### config.mk
export PLATFORM = sky130hd
export DESIGN_NAME = framed_link_receiver
export DESIGN_NICKNAME = d
export VERILOG_FILES = /design/src/hdl/flr_pkg.sv /design/src/hdl/framed_link_receiver.sv /design/src/hdl/flr_regs.sv /design/src/hdl/flr_parser.sv
export SDC_FILE = /design/constraint.sdc
export NUM_CORES = 1
export LEC_CHECK = 0
export ABC_CLOCK_PERIOD_IN_PS = 13770
export BUFFER_PORTS_ARGS = -buffer_cell sky130_fd_sc_hd__buf_2
export CAP_MARGIN = 25
export CORE_ASPECT_RATIO = 0.7
export CORE_MARGIN = 3
export CORE_UTILIZATION = 63
export CTS_BUF_LIST = sky130_fd_sc_hd__clkbuf_4
export CTS_CLUSTER_SIZE = 20
export DETAILED_ROUTE_END_ITERATION = 6
export GPL_TIMING_DRIVEN = 1
export PLACE_DENSITY = 0.86
export SLEW_MARGIN = 20
export SYNTH_ARGS = -nofsm -noshare
export SYNTH_HDL_FRONTEND = slang
export SYNTH_HIERARCHICAL = 1
export SYNTH_SLANG_ARGS = --single-unit
### constraint.sdc
create_clock -name clk_i -period 13.77 [get_ports clk_i]
set_input_delay 2.0655 -clock clk_i [delete_from_list [all_inputs] [get_ports clk_i]]
set_output_delay 2.0655 -clock clk_i [all_outputs]
set_load 0.01 [all_outputs]
### src/hdl/flr_pkg.sv
`default_nettype none

package flr_pkg;

  localparam int unsigned MaxPayloadDefault = 250;
  localparam int unsigned HeaderLen         = 5;
  localparam int unsigned SavedPayload      = 3;
  localparam int unsigned AddrWidth         = 5;

  localparam logic [7:0] FcData = 8'h04;
  localparam logic [7:0] FcAck  = 8'h06;

  localparam logic [7:0]  StartDelimReset = 8'd104;
  localparam logic [7:0]  EndDelimReset   = 8'd22;
  localparam logic [15:0] TimeoutReset    = 16'd100;
  localparam logic [7:0]  AckReset        = 8'd6;
  localparam logic [7:0]  NackReset       = 8'd21;

  typedef enum logic [2:0] {
    RegStartDelim = 3'd0,
    RegEndDelim   = 3'd1,
    RegTimeout    = 3'd2,
    RegAck        = 3'd3,
    RegNack       = 3'd4
  } flr_reg_e;

  typedef enum logic [1:0] {
    StatusGood    = 2'd0,
    StatusBad     = 2'd1,
    StatusTimeout = 2'd2
  } flr_status_e;

  typedef enum logic [6:0] {
    PhIdle  = 7'b0000001,
    PhLen1  = 7'b0000010,
    PhLen2  = 7'b0000100,
    PhSd2   = 7'b0001000,
    PhBody  = 7'b0010000,
    PhCheck = 7'b0100000,
    PhEnd   = 7'b1000000
  } flr_phase_e;

  typedef struct packed {
    logic [7:0]  start_delimiter;
    logic [7:0]  end_delimiter;
    logic [15:0] timeout_ticks;
    logic [7:0]  ack_value;
    logic [7:0]  nack_value;
  } flr_cfg_t;

  typedef struct packed {
    logic       mode;
    logic [7:0] rx_byte;
  } flr_in_t;

  typedef struct packed {
    logic        frame_end;
    logic [7:0]  payload_byte;
    logic [1:0]  status;
    logic [7:0]  dest_address;
    logic [7:0]  source_address;
    logic [7:0]  function_code;
    logic [7:0]  dest_service;
    logic [7:0]  source_service;
    logic [15:0] service_id;
    logic [31:0] packet_number;
    logic [7:0]  flow_code;
    logic [7:0]  payload_count;
  } flr_out_t;

endpackage

`default_nettype wire

### src/hdl/framed_link_receiver.sv
// Framed link receiver: takes one word per cycle on the input channel, either a received
// byte or a time tick, and parses delimited frames with a repeated length, a five byte
// header, payload, an 8-bit sum check and an end delimiter. Each payload byte comes out
// as its own result word; each finished or timed-out frame gives one status word with the
// header fields, held packet number and flow code. Throughput is one input word per
// cycle when the output is not stalled; an accepted word passes the input register and
// then its result the result register, and a stalled output backs up through both
// registers. Words that give no result still pass the input register. Write the
// registers over the APB port only while the block is idle.
`default_nettype none

module framed_link_receiver #(
  parameter int unsigned MaxPayload = flr_pkg::MaxPayloadDefault
) (
  input  wire logic                          clk_i,
  input  wire logic                          rst_ni,
  input  wire logic                          in_valid_i,
  output logic                               in_ready_o,
  input  wire flr_pkg::flr_in_t              in_data_i,
  output logic                               out_valid_o,
  input  wire logic                          out_ready_i,
  output flr_pkg::flr_out_t                  out_data_o,
  input  wire logic                          psel,
  input  wire logic                          penable,
  input  wire logic                          pwrite,
  input  wire logic [flr_pkg::AddrWidth-1:0] paddr,
  input  wire logic [31:0]                   pwdata,
  output logic      [31:0]                   prdata,
  output logic                               pready
);

  flr_pkg::flr_cfg_t cfg;
  flr_pkg::flr_in_t  in_q;
  flr_pkg::flr_out_t out_q;
  flr_pkg::flr_out_t res;
  logic              in_valid_q;
  logic              out_valid_q;
  logic              fire;
  logic              res_valid;

  assign fire        = in_valid_q && (!out_valid_q || out_ready_i);
  assign in_ready_o  = !in_valid_q || fire;
  assign out_valid_o = out_valid_q;
  assign out_data_o  = out_q;

  flr_regs u_regs (
    .clk_i   (clk_i),
    .rst_ni  (rst_ni),
    .psel    (psel),
    .penable (penable),
    .pwrite  (pwrite),
    .paddr   (paddr),
    .pwdata  (pwdata),
    .prdata  (prdata),
    .pready  (pready),
    .cfg_o   (cfg)
  );

  flr_parser #(
    .MaxPayload (MaxPayload)
  ) u_parser (
    .clk_i       (clk_i),
    .rst_ni      (rst_ni),
    .fire_i      (fire),
    .item_i      (in_q),
    .cfg_i       (cfg),
    .res_valid_o (res_valid),
    .res_o       (res)
  );

  always_ff @(posedge clk_i or negedge rst_ni) begin
    if (!rst_ni) begin
      in_valid_q <= 1'b0;
    end else if (in_ready_o) begin
      in_valid_q <= in_valid_i;
    end
  end

  always_ff @(posedge clk_i) begin
    if (in_valid_i && in_ready_o) begin
      in_q <= in_data_i;
    end
  end

  always_ff @(posedge clk_i or negedge rst_ni) begin
    if (!rst_ni) begin
      out_valid_q <= 1'b0;
    end else if (fire && res_valid) begin
      out_valid_q <= 1'b1;
    end else if (out_ready_i) begin
      out_valid_q <= 1'b0;
    end
  end

  always_ff @(posedge clk_i) begin
    if (fire && res_valid) begin
      out_q <= res;
    end
  end

endmodule

`default_nettype wire

### src/hdl/flr_regs.sv
`default_nettype none

module flr_regs (
  input  wire logic                            clk_i,
  input  wire logic                            rst_ni,
  input  wire logic                            psel,
  input  wire logic                            penable,
  input  wire logic                            pwrite,
  input  wire logic [flr_pkg::AddrWidth-1:0]   paddr,
  input  wire logic [31:0]                     pwdata,
  output logic      [31:0]                     prdata,
  output logic                                 pready,
  output flr_pkg::flr_cfg_t                    cfg_o
);

  flr_pkg::flr_cfg_t cfg_q;
  flr_pkg::flr_reg_e reg_sel;
  logic              wr_en;

  assign reg_sel = flr_pkg::flr_reg_e'(paddr[flr_pkg::AddrWidth-1:2]);
  assign wr_en   = psel && penable && pwrite;
  assign pready  = 1'b1;
  assign cfg_o   = cfg_q;

  always_ff @(posedge clk_i or negedge rst_ni) begin
    if (!rst_ni) begin
      cfg_q.start_delimiter <= flr_pkg::StartDelimReset;
      cfg_q.end_delimiter   <= flr_pkg::EndDelimReset;
      cfg_q.timeout_ticks   <= flr_pkg::TimeoutReset;
      cfg_q.ack_value       <= flr_pkg::AckReset;
      cfg_q.nack_value      <= flr_pkg::NackReset;
    end else if (wr_en) begin
      case (reg_sel)
        flr_pkg::RegStartDelim: cfg_q.start_delimiter <= pwdata[7:0];
        flr_pkg::RegEndDelim:   cfg_q.end_delimiter   <= pwdata[7:0];
        flr_pkg::RegTimeout:    cfg_q.timeout_ticks   <= pwdata[15:0];
        flr_pkg::RegAck:        cfg_q.ack_value       <= pwdata[7:0];
        flr_pkg::RegNack:       cfg_q.nack_value      <= pwdata[7:0];
        default: ;
      endcase
    end
  end

  always_comb begin
    prdata = '0;
    case (reg_sel)
      flr_pkg::RegStartDelim: prdata = {24'd0, cfg_q.start_delimiter};
      flr_pkg::RegEndDelim:   prdata = {24'd0, cfg_q.end_delimiter};
      flr_pkg::RegTimeout:    prdata = {16'd0, cfg_q.timeout_ticks};
      flr_pkg::RegAck:        prdata = {24'd0, cfg_q.ack_value};
      flr_pkg::RegNack:       prdata = {24'd0, cfg_q.nack_value};
      default:                prdata = '0;
    endcase
  end

endmodule

`default_nettype wire

### src/hdl/flr_parser.sv
`default_nettype none

module flr_parser #(
  parameter int unsigned MaxPayload = flr_pkg::MaxPayloadDefault
) (
  input  wire logic              clk_i,
  input  wire logic              rst_ni,
  input  wire logic              fire_i,
  input  wire flr_pkg::flr_in_t  item_i,
  input  wire flr_pkg::flr_cfg_t cfg_i,
  output logic                   res_valid_o,
  output flr_pkg::flr_out_t      res_o
);

  localparam logic [8:0] MaxLen  = 9'(MaxPayload + flr_pkg::HeaderLen);
  localparam logic [7:0] HdrLen  = 8'(flr_pkg::HeaderLen);
  localparam logic [7:0] SavedN  = 8'(flr_pkg::SavedPayload);

  flr_pkg::flr_phase_e phase_q, phase_d;
  logic [7:0]  len_q, len_d;
  logic [7:0]  cnt_q, cnt_d;
  logic [7:0]  sum_q, sum_d;
  logic [7:0]  hdr_q [flr_pkg::HeaderLen];
  logic [7:0]  hdr_d [flr_pkg::HeaderLen];
  logic [7:0]  fp_q  [flr_pkg::SavedPayload];
  logic [7:0]  fp_d  [flr_pkg::SavedPayload];
  logic [7:0]  chk_q, chk_d;
  logic [15:0] tick_q, tick_d;
  logic [31:0] pkt_q, pkt_d;
  logic [7:0]  flow_q, flow_d;

  logic [7:0]  b;
  logic [15:0] tick_inc;
  logic [7:0]  pidx;
  logic [7:0]  cnt_inc;
  logic [7:0]  pcount;
  logic        emit_end;
  logic        emit_pay;
  flr_pkg::flr_status_e st;

  assign b        = item_i.rx_byte;
  assign tick_inc = (tick_q != 16'hFFFF) ? tick_q + 16'd1 : tick_q;
  assign pidx     = cnt_q - HdrLen;
  assign cnt_inc  = cnt_q + 8'd1;
  assign pcount   = (cnt_q > HdrLen) ? cnt_q - HdrLen : 8'd0;

  always_comb begin
    phase_d  = phase_q;
    len_d    = len_q;
    cnt_d    = cnt_q;
    sum_d    = sum_q;
    hdr_d    = hdr_q;
    fp_d     = fp_q;
    chk_d    = chk_q;
    tick_d   = tick_q;
    pkt_d    = pkt_q;
    flow_d   = flow_q;
    emit_end = 1'b0;
    emit_pay = 1'b0;
    st       = flr_pkg::StatusBad;

    if (fire_i) begin
      if (item_i.mode) begin
        if (phase_q != flr_pkg::PhIdle) begin
          tick_d = tick_inc;
          if (tick_inc >= cfg_i.timeout_ticks) begin
            emit_end = 1'b1;
            st       = flr_pkg::StatusTimeout;
            phase_d  = flr_pkg::PhIdle;
          end
        end
      end else begin
        case (phase_q)
          flr_pkg::PhIdle: begin
            if (b == cfg_i.start_delimiter) begin
              len_d   = '0;
              cnt_d   = '0;
              sum_d   = '0;
              chk_d   = '0;
              tick_d  = '0;
              for (int i = 0; i < flr_pkg::HeaderLen; i++) hdr_d[i] = '0;
              for (int i = 0; i < flr_pkg::SavedPayload; i++) fp_d[i] = '0;
              phase_d = flr_pkg::PhLen1;
            end
          end
          flr_pkg::PhLen1: begin
            len_d   = b;
            phase_d = flr_pkg::PhLen2;
          end
          flr_pkg::PhLen2: begin
            if (b != len_q || len_q < HdrLen || {1'b0, len_q} > MaxLen) begin
              phase_d = flr_pkg::PhIdle;
            end else begin
              phase_d = flr_pkg::PhSd2;
            end
          end
          flr_pkg::PhSd2: begin
            if (b != cfg_i.start_delimiter) begin
              phase_d = flr_pkg::PhIdle;
            end else begin
              tick_d  = '0;
              cnt_d   = '0;
              sum_d   = '0;
              // length was range checked, so the body is never empty
              phase_d = flr_pkg::PhBody;
            end
          end
          flr_pkg::PhBody: begin
            sum_d = sum_q + b;
            if (cnt_q < HdrLen) begin
              hdr_d[cnt_q[2:0]] = b;
            end else begin
              if (pidx < SavedN) fp_d[pidx[1:0]] = b;
              emit_pay = 1'b1;
            end
            cnt_d = cnt_inc;
            if (cnt_inc >= len_q) phase_d = flr_pkg::PhCheck;
          end
          flr_pkg::PhCheck: begin
            chk_d   = b;
            phase_d = flr_pkg::PhEnd;
          end
          flr_pkg::PhEnd: begin
            if (b == cfg_i.end_delimiter && chk_q == sum_q) begin
              st = flr_pkg::StatusGood;
              if (hdr_q[2] == flr_pkg::FcData) begin
                pkt_d = {hdr_q[3], hdr_q[4], fp_q[0], fp_q[1]};
              end else if (hdr_q[2] == flr_pkg::FcAck) begin
                // nack wins when both values match
                if (hdr_q[3] == cfg_i.nack_value) begin
                  flow_d = cfg_i.nack_value;
                end else if (hdr_q[3] == cfg_i.ack_value) begin
                  flow_d = cfg_i.ack_value;
                end
                pkt_d = {hdr_q[4], fp_q[0], fp_q[1], fp_q[2]};
              end
            end
            emit_end = 1'b1;
            phase_d  = flr_pkg::PhIdle;
          end
          default: phase_d = flr_pkg::PhIdle;
        endcase
      end
    end
  end

  always_comb begin
    res_o       = '0;
    res_valid_o = emit_end || emit_pay;
    if (emit_pay) begin
      res_o.payload_byte = b;
    end else if (emit_end) begin
      res_o.frame_end      = 1'b1;
      res_o.status         = st;
      res_o.dest_address   = hdr_q[0];
      res_o.source_address = hdr_q[1];
      res_o.function_code  = hdr_q[2];
      res_o.dest_service   = hdr_q[3];
      res_o.source_service = hdr_q[4];
      res_o.service_id     = {hdr_q[3], hdr_q[4]};
      res_o.packet_number  = pkt_d;
      res_o.flow_code      = flow_d;
      res_o.payload_count  = pcount;
    end
  end

  always_ff @(posedge clk_i or negedge rst_ni) begin
    if (!rst_ni) begin
      phase_q <= flr_pkg::PhIdle;
      len_q   <= '0;
      cnt_q   <= '0;
      sum_q   <= '0;
      chk_q   <= '0;
      tick_q  <= '0;
      pkt_q   <= '0;
      flow_q  <= '0;
      for (int i = 0; i < flr_pkg::HeaderLen; i++) hdr_q[i] <= '0;
      for (int i = 0; i < flr_pkg::SavedPayload; i++) fp_q[i] <= '0;
    end else begin
      phase_q <= phase_d;
      len_q   <= len_d;
      cnt_q   <= cnt_d;
      sum_q   <= sum_d;
      chk_q   <= chk_d;
      tick_q  <= tick_d;
      pkt_q   <= pkt_d;
      flow_q  <= flow_d;
      hdr_q   <= hdr_d;
      fp_q    <= fp_d;
    end
  end

endmodule

`default_nettype wire

==> metrics.md, run 1 <==
| Metric | Value |
|---|---|
| Peak supply drop | `0.0619 mV` |
| Die area | `about 28000 µm²` |
| P_leak | `approximately 8.4 nW` |
| Root buffer cell | `clkbuf_4` |
| RSZ-0062 raised after global routing | `false` |
| Top cell family by delay on the critical path | `simple AND/OR/NAND/NOR gates` |
| CTS max path bufs | `3` |
| Hold_buf cts | `0` |
| # rows | `48` |
| Hold_sp | `u_parser/pkt_q[26]$_DFF_PN0_` |
| Yosys top cell area share | `29.8%` |
| Starting Density | `between 60% and 70%` |
| Htree depth | `3` |
| FF-to-FF path depth | `17` |
| Via density per instance | `roughly 6.2` |
| Seq/Total Area, Yosys | `55.0%` |
| Residual DRC | `0` |
| Part of the power in registers | `50.2%` |
| # Post-CTS Setup Buffers | `0` |
| CTS tree | `built` |
| Fraction of layout cells with a size suffix above 1 | `25.5%` |
| Skew-Pair Late Insertion Delay | `0.75 ns` |
| Unique masters post-synth | `82` |
| Nets | `roughly 1700` |
| Setup slack, reg-to-reg | `8.07 ns` |
| Initial DRC Count | `roughly 1400` |
| Final antenna-violating net count | `0` |
| # port buffers | `~170` |
| Total GRT Usage | `29.3%` |
| Initial antenna violation count | `2` |
| EDFF count, synth | `~120` |
| CP most frequent cell | `buf_4` |
| DPL Wire Length | `27.0 mm` |
| Slowest-stage cell, CP | `buf_4` |
| Largest net degree at the start of global routing | `93` |
| Fin crit period | `roughly 5.7 ns` |
| Status | `completed` |
| Worst setup EP type | `flip-flop` |
| Post-DP Area | `17100 µm²` |
| FF+latch count, synth | `between 300 and 400` |
| Vias | `roughly 12000` |
| Syn Inst Count | `around 1400` |
| Total CTS buffers | `between 70 and 80` |
| Die X-Extent | `between 150 and 200 µm` |
| Net switching power | `between 0.6 and 0.7 mW` |
| Buf+Inv Stages, Crit Path | `3` |
| Commonest non-fill, non-tap cells in the layout | `dfrtp_1, nand2_1, buf_2, clkbuf_4, edfxtp_1` |
| Commonest non-fill, non-tap cell in the layout | `dfrtp_1` |
| Post-Route WL | `roughly 41 mm` |
| Synth area leader | `dfrtp_1` |
| Max Cap Viol | `0` |
| Hold path cells | `2` |
| Clock power share | `36.9%` |
| Top fanout value on the critical path | `about 90` |
| Dominant cells by area after synthesis | `dfrtp_1, edfxtp_1, nand2_1` |
| Vias in the first global route | `approximately 12000` |
| Synthesis-to-finish area growth | `11.7%` |
| Post-synth top flop | `dfrtp_1` |
| Period utilization | `between 40% and 50%` |
| CP arrival | `~6.0 ns` |
| Startpoint types | `flip-flop` |
| Die Y | `between 100 and 150 µm` |
| Slew headroom | `between 20 and 30%` |
| Reg2Reg Launch Point | `u_parser/tick_q[0]$_DFFE_PN0P_` |
| Post-layout instance area | `between 15000 and 20000 µm²` |
| Internal power | `1.66 mW` |
| Worst hold-check path type | `flip-flop to flip-flop` |
| Hold Path Sink | `u_parser/pkt_q[26]$_DFF_PN0_` |
| Grt total ovfl | `0` |
| Global-route wire length before repair | `64.3 mm` |
| Syn_area_per_cell | `between 10 and 15 µm²` |
| Clk sinks | `roughly 330` |
| Area of the mapped netlist | `16300 µm²` |
| CP peak stage delay | `approximately 0.67 ns` |
| Worst path cell trace | `ha_1 -> and4_1 -> nand3_1 -> nand4_1 -> xnor2_1 -> ha_1 -> nand2_1 -> nor3_1 -> a21oi_1 -> o21ai_0 -> o21ai_4 -> buf_4 -> nand3_1 -> nand2_1 -> nor2b_4 -> buf_4 -> buf_4` |
| Worst-path clk slew | `0.07 ns` |
| Final count of negative-setup-slack endpoints | `0` |
| Fillcell total | `about 1700` |
| Final TNS setup | `0 ns` |
| # resized after CTS | `0` |
| CP Data Required Time | `14.10 ns` |
| Peak Freq | `~0.18 GHz` |
| CP Class | `flip-flop to flip-flop` |
| Switching part of the total | `27.8%` |
| Cell Pwr Density | `between 100 and 150 nW/µm²` |
| Core Box Area | `25000 µm²` |
| # IOs | `between 200 and 250` |
| Final Max Tran Viols | `0` |
| Worst Clk Skew | `~0.052 ns` |
| Worst-Margin Slew | `approximately 1.0 ns` |
| Logic pwr share | `between 10% and 20%` |
| Final hold vios | `0` |
| Synth async-reset ratio | `between 60% and 70%` |
| Critical R2R Capture | `out_data_o[21]$_DFFE_PP_` |
| Drt wl/cell | `20.7 µm` |
| GPL Wtd Cong | `~0.86` |
| Synth Warn # | `6` |
| Router iterations before antenna repair | `7` |
cell families after synthesis:
logic type	Yosys count	synth area share (%)
AO/OA/AOI/OAI	301	13.3
XOR/XNOR	72	3.87
adder cells (fa/ha/maj)	40	3.11
other	2	0.0460
AND/OR/NAND/NOR	404	13.2
buffers and inverters	157	4.75
multiplexers	102	6.69
flip-flops	333	55.0
area by class of cell:
cell class	instances	area, µm²	area share (%)
sequential	333	8970	49.2
multi-input combinational	936	6640	36.4
timing repair buffer	180	947	5.20
clock buffer	124	931	5.11
tap	325	407	2.23
inverter	45	169	0.927
clock inverter	23	149	0.817
antenna	2	5.00	0.0275
cells in the mapped netlist (all sizes together), types with 8 or more instances:
master   count
dfrtp      194
nand2      174
edfxtp     124
o21ai       73
clkbuf      59
mux2        57
buf         53
a21boi      48
a22o        45
mux2i       45
inv         44
nor2        41
ha          39
xor2        37
or4         35
xnor2       35
a22oi       34
nand3       34
a21oi       29
nand4       23
and2        22
dfstp       15
nor3        15
and3        14
nor2b        9
a221o        8
a2bb2oi      8
nand2b       8
nor4         8
o32a         8
worst min-delay path: cells and delay by family (launching register included):
kind,cells,cell delay [ns]
flops,1,0.32
simple gates,2,0.11
through the flow:
step	utilization (%)	hold WS, ns	worst slack (ns)	std cells	power [mW]
3_3_place_gp	68.3	0.443	7.95	1816	1.44
4_1_cts	72.7	0.465	8.05	1964	2.30
3_5_place_dp	68.3	0.450	7.88	1817	1.46
6_report	72.8	0.462	8.07	1968	2.30
2_1_floorplan	-	0.432	4.72	1426	1.37
5_1_grt	72.8	0.480	7.58	1968	2.40
state kept, by name, indices dropped and copies added (netlist names), 9 cells and up:
signal,flops
in_q,9
out_data_o,115
u_parser/fp_q,24
u_parser/hdr_q,40
u_parser/pkt_q,32
u_parser/tick_q,16
u_regs/cfg_o,48
power groups by stage:
stage / combinational (mW) / sequential (mW) / clock [mW]
6_report: 0.296 / 1.15 / 0.847
5_1_grt: 0.328 / 1.16 / 0.914
4_1_cts: 0.292 / 1.15 / 0.859
3_5_place_dp: 0.289 / 1.17 / 0
3_3_place_gp: 0.274 / 1.17 / 0
2_1_floorplan: 0.220 / 1.15 / 0
routing by layer:
metal	global-route usage, %	up-vias	part of all wire (%)
met4	10.9	0	2.5
li1	-	5495	-
met3	6.43	92	9.1
met5	0	-	0
met1	43.1	6002	43
met2	43.3	652	45
worst max path at each step:
stage / start / endpoint / cells past startpoint
6_report: u_parser/tick_q[0]$_DFFE_PN0P_ / out_data_o[21]$_DFFE_PP_ / 17
5_1_grt: u_parser/tick_q[0]$_DFFE_PN0P_ / out_data_o[42]$_DFFE_PP_ / 17
4_1_cts: u_parser/tick_q[0]$_DFFE_PN0P_ / out_data_o[42]$_DFFE_PP_ / 17
3_5_place_dp: out_ready_i / out_data_o[30]$_DFFE_PP_ / 11
3_3_place_gp: out_ready_i / out_data_o[40]$_DFFE_PP_ / 11
2_1_floorplan: out_ready_i / out_data_o[0]$_DFFE_PP_ / 10
Power figures use the tool's default switching activity.
==> inputs of run 2 (changes only) <==
ABC_AREA = 1   (was not set)
ABC_CLOCK_PERIOD_IN_PS = 5640   (was 13770)
CORE_UTILIZATION = 61   (was 63)
PLACE_DENSITY = 0.83   (was 0.86)
clock period = 5.64 ns   (was 13.77 ns; I/O delays follow)
==> metrics.md, run 2 <==
| Metric | Value |
|---|---|
| Post-layout instance area | `19100 µm² (+4.6%)` |
| Core Box Area | `27200 µm² (+8.7%)` |
| Worst Clk Skew | `0.0443 ns (-0.00756 ns)` |
| Post-Route WL | `43.1 mm (+5.7%)` |
| Global-route wire length before repair | `69.9 mm (+8.7%)` |
| Max Cap Viol | `0 (unchanged)` |
| CP arrival | `5.13 ns (-0.90 ns)` |
| Critical Path Start | `u_parser/tick_q[0]$_DFFE_PN0P_` |
| Htree depth | `3 (unchanged)` |
| Area of the mapped netlist | `17100 µm² (+5.1%)` |
| Die area | `30200 µm² (+8.2%)` |
| Largest net degree at the start of global routing | `145 (+56%)` |
| CTS tree | `built` |
| Total GRT Usage | `28.8% (-0.46 points)` |
| Util after Layout | `70.1% (-2.7 points)` |
| Top-count cell post-synth | `nand2_1` |
| Peak supply drop | `0.181 mV (+190%)` |
| Final hold vios | `0 (unchanged)` |
| Net switching power | `1.76 mW (+180%)` |
| Worst path cell trace | `ha_1 -> nand2_1 -> nor2_1 -> nand3_1 -> nor2_1 -> nand4_1 -> nand2b_1 -> xor2_1 -> ha_1 -> nand2_1 -> nand2_1 -> nand2_1 -> nand2_1 -> a21oi_1 -> nand3_1 -> nand4_1 -> nand2_1 -> inv_2 -> buf_4 -> nor2_1` |
| Commonest non-fill, non-tap cell in the layout | `nand2_1` |
| Initial antenna violation count | `1 (-1)` |
| Post-synth top flop | `dfrtp_1` |
| Final TNS setup | `0 ns (unchanged)` |
| Period utilization | `84.1% (+43 points)` |
| FF+latch count, synth | `333 (unchanged)` |
| Synth Warn # | `6 (unchanged)` |
| Synthesis-to-finish area growth | `11.2%` |
| # rows | `50 (+4.2%)` |
| Initial DRC Count | `1504 (+8.1%)` |
| Syn Inst Count | `1992 (+41%)` |
| Hold_buf cts | `0 (unchanged)` |
| Starting Density | `63.0% (-2.2 points)` |
| Via density per instance | `5.48 (-12%)` |
| Cell Pwr Density | `308 nW/µm² (+140%)` |
| Die X-Extent | `206 µm (+4.0%)` |
| CP Class | `flip-flop to flip-flop` |
| Switching part of the total | `30.0% (+2.2 points)` |
| Worst-Margin Slew | `0.944 ns (-0.103 ns)` |
| Setup slack, reg-to-reg | `0.90 ns (-7.17 ns)` |
| Status | `completed` |
| Clock power share | `36.0% (-0.9 points)` |
| Worst-path clk slew | `0.06 ns (about the same)` |
| Commonest non-fill, non-tap cells in the layout | `nand2_1, inv_1, dfrtp_1, nor2_1, buf_2` |
| CP most frequent cell | `nand2_1` |
| Clk sinks | `333 (unchanged)` |
| Final Max Tran Viols | `0 (unchanged)` |
| Reg2Reg Launch Point | `u_parser/tick_q[0]$_DFFE_PN0P_` |
| EDFF count, synth | `124 (unchanged)` |
| Worst setup EP type | `flip-flop` |
| # IOs | `203 (unchanged)` |
| Synth async-reset ratio | `62.8% (unchanged)` |
| Total CTS buffers | `82 (+3.8%)` |
| P_leak | `9.47 nW (+13%)` |
| Router iterations before antenna repair | `6 (-1)` |
| Slew headroom | `37.0% (+7.1 points)` |
| Peak Freq | `0.211 GHz (+20%)` |
| Top cell family by delay on the critical path | `simple AND/OR/NAND/NOR gates` |
| Syn_area_per_cell | `8.60 µm² (-26%)` |
| # Post-CTS Setup Buffers | `0 (unchanged)` |
| Worst hold-check path type | `primary input to async pin` |
| Logic pwr share | `16.2% (+3.3 points)` |
| Post-DP Area | `18000 µm² (+4.9%)` |
| Drt wl/cell | `16.6 µm (-20%)` |
| Vias in the first global route | `13500 (+14%)` |
| Dominant cells by area after synthesis | `dfrtp_1, edfxtp_1, nand2_1` |
| DPL Wire Length | `30.2 mm (+12%)` |
| Skew-Pair Late Insertion Delay | `0.73 ns (-0.02 ns)` |
| Max reg flops | `115 (unchanged)` |
| Grt total ovfl | `0 (unchanged)` |
| # resized after CTS | `0 (unchanged)` |
| Synth area leader | `dfrtp_1` |
| Unique masters post-synth | `47 (-43%)` |
| Top fanout value on the critical path | `84 (-7.7%)` |
| Buf+Inv Stages, Crit Path | `2 (-1)` |
| # port buffers | `167 (unchanged)` |
| Residual DRC | `0 (unchanged)` |
| Final antenna-violating net count | `0 (unchanged)` |
| Part of the power in registers | `47.8% (-2.4 points)` |
| CP peak stage delay | `0.65 ns (-0.02 ns)` |
| Slowest-stage cell, CP | `buf_4` |
| CP Data Required Time | `6.03 ns (-8.07 ns)` |
| Root buffer cell | `clkbuf_4` |
| Nets | `2260 (+35%)` |
| Seq/Total Area, Yosys | `52.3% (-2.6 points)` |
| Final count of negative-setup-slack endpoints | `0 (unchanged)` |
| Commonest cells post-synth | `nand2_1, inv_1, dfrtp_1, nor2_1, edfxtp_1` |
| GPL Wtd Cong | `0.950 (+10%)` |
| Vias | `14200 (+16%)` |
| Fin crit period | `4.74 ns (-0.955 ns)` |
| Fraction of layout cells with a size suffix above 1 | `18.2% (-7.2 points)` |
| Startpoint types | `flip-flop` |
| RSZ-0062 raised after global routing | `false` |
| Internal power | `4.10 mW (+150%)` |
| Yosys top cell area share | `28.3% (-1.4 points)` |
| Die Y | `146 µm (+4.0%)` |
| CTS max path bufs | `3 (unchanged)` |
## run 2: logic make-up after synthesis
family                   Yosys count  share of synthesized area, %
other                              2                        0.0438
XOR/XNOR                          59                          3.01
AO/OA/AOI/OAI                    187                          6.15
flip-flops                       333                          52.3
AND/OR/NAND/NOR                  985                          25.5
adder cells (fa/ha/maj)           40                          2.96
buffers and inverters            386                          9.94
## run 2: worst reg2reg max path: cells and delay by family (launching register included)
| kind | cells | cell delay (ns) |
|---|---|---|
| AND/OR/NAND/NOR | 14 | 2.17 |
| buffers and inverters | 2 | 0.77 |
| adder cells (fa/ha/maj) | 2 | 0.52 |
| flip-flops | 1 | 0.43 |
| XOR/XNOR | 1 | 0.31 |
| AO/OA/AOI/OAI | 1 | 0.22 |
## run 2: cell type report
class / instances / area (µm²)
Sequential cell: 333 / 8970
Fill cell: 2053 / 8150
Multi-Input combinational cell: 1288 / 6530
Inverter: 288 / 1080
Clock buffer: 132 / 991
Timing Repair Buffer: 174 / 910
Tap cell: 364 / 455
Clock inverter: 16 / 119
Antenna cell: 1 / 2.50
## run 2: metal layers
metal | vias to the layer above | global-route usage [%] | wire, µm
met1 | 6660 | 44.3 | 19300
met4 | 0 | 7.63 | 671
met5 | - | 0 | 0
met3 | 66 | 6.71 | 4480
li1 | 6709 | - | -
met2 | 789 | 41.5 | 18700
## run 2: power by group through the flow
stage | logic, mW | clock network (mW) | registers [mW]
2_1_floorplan | 0.712 | 0 | 2.80
3_3_place_gp | 0.883 | 0 | 2.84
3_5_place_dp | 0.925 | 0 | 2.85
4_1_cts | 0.932 | 2.16 | 2.80
5_1_grt | 1.06 | 2.31 | 2.82
6_report | 0.947 | 2.11 | 2.80
## run 2: worst paths after layout
path,endpoint,cells past startpoint
setup / recovery,out_data_o[57]$_DFFE_PP_,20
max in group asynchronous,u_parser/fp_q[5]$_DFFE_PN0P_,2
hold reg to reg,u_parser/fp_q[3]$_DFFE_PN0P_,2
hold / removal,u_regs/cfg_o[29]$_DFFE_PN0P_,1
min in group clk_i,in_q[5]$_DFFE_PP_,1
setup reg to reg,out_data_o[57]$_DFFE_PP_,20
## run 2: per-stage QoR
| stage | setup slack, ns | cells | power, mW | hold WS, ns |
|---|---|---|---|---|
| floorplan | 0.575 | 2007 | 3.51 | 0.443 |
| global placement | 1.25 | 2447 | 3.72 | 0.455 |
| detailed placement | 1.10 | 2447 | 3.77 | 0.463 |
| CTS | 1.02 | 2595 | 5.90 | 0.0845 |
| global route | 0.562 | 2596 | 6.19 | 0.106 |
| finish | 0.898 | 2596 | 5.86 | 0.110 |
==> inputs of run 3 (changes only) <==
ABC_AREA = 0   (was 1)
ABC_CLOCK_PERIOD_IN_PS = 3900   (was 5640)
CORE_UTILIZATION = 55   (was 61)
PLACE_DENSITY = 0.79   (was 0.83)
clock period = 3.9 ns   (was 5.64 ns; I/O delays follow)
==> metrics.md, run 3 (same netlist as run 1, synthesis figures left out) <==
| Metric | Value |
|---|---|
| CTS max path bufs | `3 (unchanged)` |
| Buf+Inv Stages, Crit Path | `3 (+1)` |
| Critical R2R Capture | `out_data_o[58]$_DFFE_PP_` |
| Hold path cells | `2` |
| Total stage count of the critical path | `17 (-15%)` |
| Router iterations before antenna repair | `5 (-1)` |
| # port buffers | `167 (unchanged)` |
| Final count of negative-setup-slack endpoints | `0 (unchanged)` |
| Clk sinks | `333 (unchanged)` |
| Part of the power in registers | `49.1% (+1.3 points)` |
| FF-to-FF path depth | `17 (-15%)` |
| Peak Freq | `0.271 GHz (+29%)` |
| Grt total ovfl | `0 (unchanged)` |
| Startpoint types | `flip-flop` |
| CP Class | `flip-flop to flip-flop` |
| Final std cells w/o fill | `2058 (-21%)` |
| Die X-Extent | `212 µm (+2.7%)` |
| Worst-path clk slew | `0.07 ns (about the same)` |
| DPL Wire Length | `27.6 mm (-8.5%)` |
| RSZ-0062 raised after global routing | `true` |
| Internal power | `5.96 mW (+45%)` |
| Total CTS buffers | `81 (-1.2%)` |
| Starting Density | `56.1% (-6.9 points)` |
| Switching part of the total | `27.8% (-2.2 points)` |
| Final TNS setup | `0 ns (unchanged)` |
| Slew headroom | `32.7% (-4.3 points)` |
| Status | `completed` |
| Worst path cell trace | `and3_4 -> and4_2 -> a31oi_4 -> nand3_2 -> xnor2_2 -> ha_1 -> nand4_1 -> nor2_1 -> nand4_1 -> o21ai_2 -> o21ai_4 -> buf_12 -> nand3_2 -> nand2_2 -> nor2b_4 -> buf_12 -> buf_12` |
| Max reg flops | `115 (unchanged)` |
| Skew-Pair Late Insertion Delay | `0.76 ns (+0.03 ns)` |
| Die area | `31800 µm² (+5.4%)` |
| Final hold vios | `0 (unchanged)` |
| # IOs | `203 (unchanged)` |
| Worst setup EP type | `flip-flop` |
| Peak supply drop | `0.185 mV (+2.1%)` |
| CP arrival | `4.09 ns (-1.04 ns)` |
| GPL Wtd Cong | `0.883 (-7.0%)` |
| Logic pwr share | `13.8% (-2.4 points)` |
| Fin Hold WS | `0.0564 ns (-0.0537 ns)` |
| Worst hold-check path type | `primary input to flip-flop` |
| Setup WS pre-CTS | `0.122 ns (-0.980 ns)` |
| Initial DRC Count | `1343 (-11%)` |
| Fin crit period | `3.69 ns (-1.05 ns)` |
| Slowest-stage cell, CP | `dfrtp_1` |
| CTS tree | `built` |
| Inst Count DP | `1895 (-23%)` |
| P_leak | `8.62 nW (-9.0%)` |
| # rows | `52 (+4.0%)` |
| Vias | `12400 (-13%)` |
| Synthesis-to-finish area growth | `15.1%` |
| Critical Path Start | `u_parser/tick_q[3]$_DFFE_PN0P_` |
| Final Max Tran Viols | `0 (unchanged)` |
| Fraction of layout cells with a size suffix above 1 | `27.6% (+9.3 points)` |
| Period utilization | `94.6% (+10 points)` |
| Commonest non-fill, non-tap cells in the layout | `dfrtp_1, nand2_1, buf_2, clkbuf_4, edfxtp_1` |
| Die Y | `150 µm (+2.6%)` |
| Core Box Area | `29100 µm² (+6.9%)` |
| Worst Clk Skew | `0.0666 ns (+0.0223 ns)` |
| Commonest non-fill, non-tap cell in the layout | `dfrtp_1` |
| Final antenna-violating net count | `0 (unchanged)` |
| CP peak stage delay | `0.42 ns (-0.23 ns)` |
| Residual DRC | `0 (unchanged)` |
| Net switching power | `2.29 mW (+30%)` |
| Htree depth | `3 (unchanged)` |
| Total GRT Usage | `25.9% (-2.9 points)` |
| Initial antenna violation count | `1 (unchanged)` |
| Setup slack, reg-to-reg | `0.21 ns (-0.69 ns)` |
| Root buffer cell | `clkbuf_4` |
| Setup slack after layout | `0.212 ns (-0.686 ns)` |
| Clock power share | `37.1% (+1.1 points)` |
| Top cell family by delay on the critical path | `simple AND/OR/NAND/NOR gates` |
| Max Cap Viol | `0 (unchanged)` |
| Nets | `1708 (-24%)` |
| Cell Pwr Density | `439 nW/µm² (+43%)` |
| Drt wl/cell | `20.6 µm (+24%)` |
| Via density per instance | `6.00 (+9.5%)` |
| Hold_sp | `in_valid_i` |
| Largest net degree at the start of global routing | `107 (-26%)` |
| Critical path endpoint | `out_data_o[58]$_DFFE_PP_` |
| Post-Route WL | `42.5 mm (-1.6%)` |
| Reg2Reg Launch Point | `u_parser/tick_q[3]$_DFFE_PN0P_` |
| Vias in the first global route | `11900 (-12%)` |
| Top fanout value on the critical path | `39 (-54%)` |
| CP Data Required Time | `4.31 ns (-1.72 ns)` |
| Worst-Margin Slew | `1.00 ns (+0.0590 ns)` |
| Global-route wire length before repair | `64.9 mm (-7.1%)` |
| CP most frequent cell | `buf_12` |
-- run 3: changes by cell type in the layout (fill, tap and decap cells not counted), moves of 35 or more --
cell | before | now
mux2_2 | 0 | 57
mux2i_1 | 0 | 45
or4_1 | 0 | 35
nor2_1 | 190 | 37
a21boi_0 | 0 | 39
inv_1 | 275 | 44
nand2_1 | 558 | 172
a22o_1 | 0 | 45
nand3_1 | 98 | 31
-- run 3: per-stage QoR --
step	util (%)	total power, mW	area [µm²]
after detailed placement	60.1	5.20	17500
after global routing	64.6	8.61	18800
after floorplan	-	4.83	16500
final	64.6	8.25	18800
after CTS	64.2	8.25	18700
after global placement	60.1	5.14	17500
-- run 3: worst min path at each step --
stage,end
after global placement,u_parser/pkt_q[15]$_DFF_PN0_
after global routing,in_valid_q$_DFFE_PN0P_
final,in_valid_q$_DFFE_PN0P_
after floorplan,in_valid_q$_DFFE_PN0P_
after CTS,in_q[0]$_DFFE_PP_
after detailed placement,u_parser/pkt_q[16]$_DFF_PN0_
-- run 3: layout make-up --
type / count / area, µm²
antenna: 1 / 2.50
clock buffer: 130 / 976
clock inverter: 17 / 124
fill: 2194 / 10300
inverter: 45 / 169
multi-input combinational: 936 / 6700
sequential: 333 / 8970
tap: 378 / 473
timing repair buffer: 218 / 1370
-- run 3: power by group through the flow --
stage	logic (mW)	registers, mW	clock network, mW
CTS	1.10	4.05	3.10
finish	1.14	4.05	3.07
detailed placement	1.08	4.12	0
global placement	1.03	4.11	0
global route	1.25	4.07	3.29
floorplan	0.781	4.05	0
-- run 3: per-layer routing --
| layer | wire, µm | GRT usage (%) |
|---|---|---|
| met5 | 0 | 0 |
| met4 | 1190 | 9.60 |
| met3 | 3350 | 5.69 |
| met2 | 19200 | 39.0 |
| met1 | 18700 | 37.4 |
-- run 3: timing repair --
action	4_1_cts	5_1_grt
setup endpoints to repair	0	211
hold buffers	9	1
gates resized for setup	0	7
buffers inserted	0	2
endpoints found under the hold margin	62	1
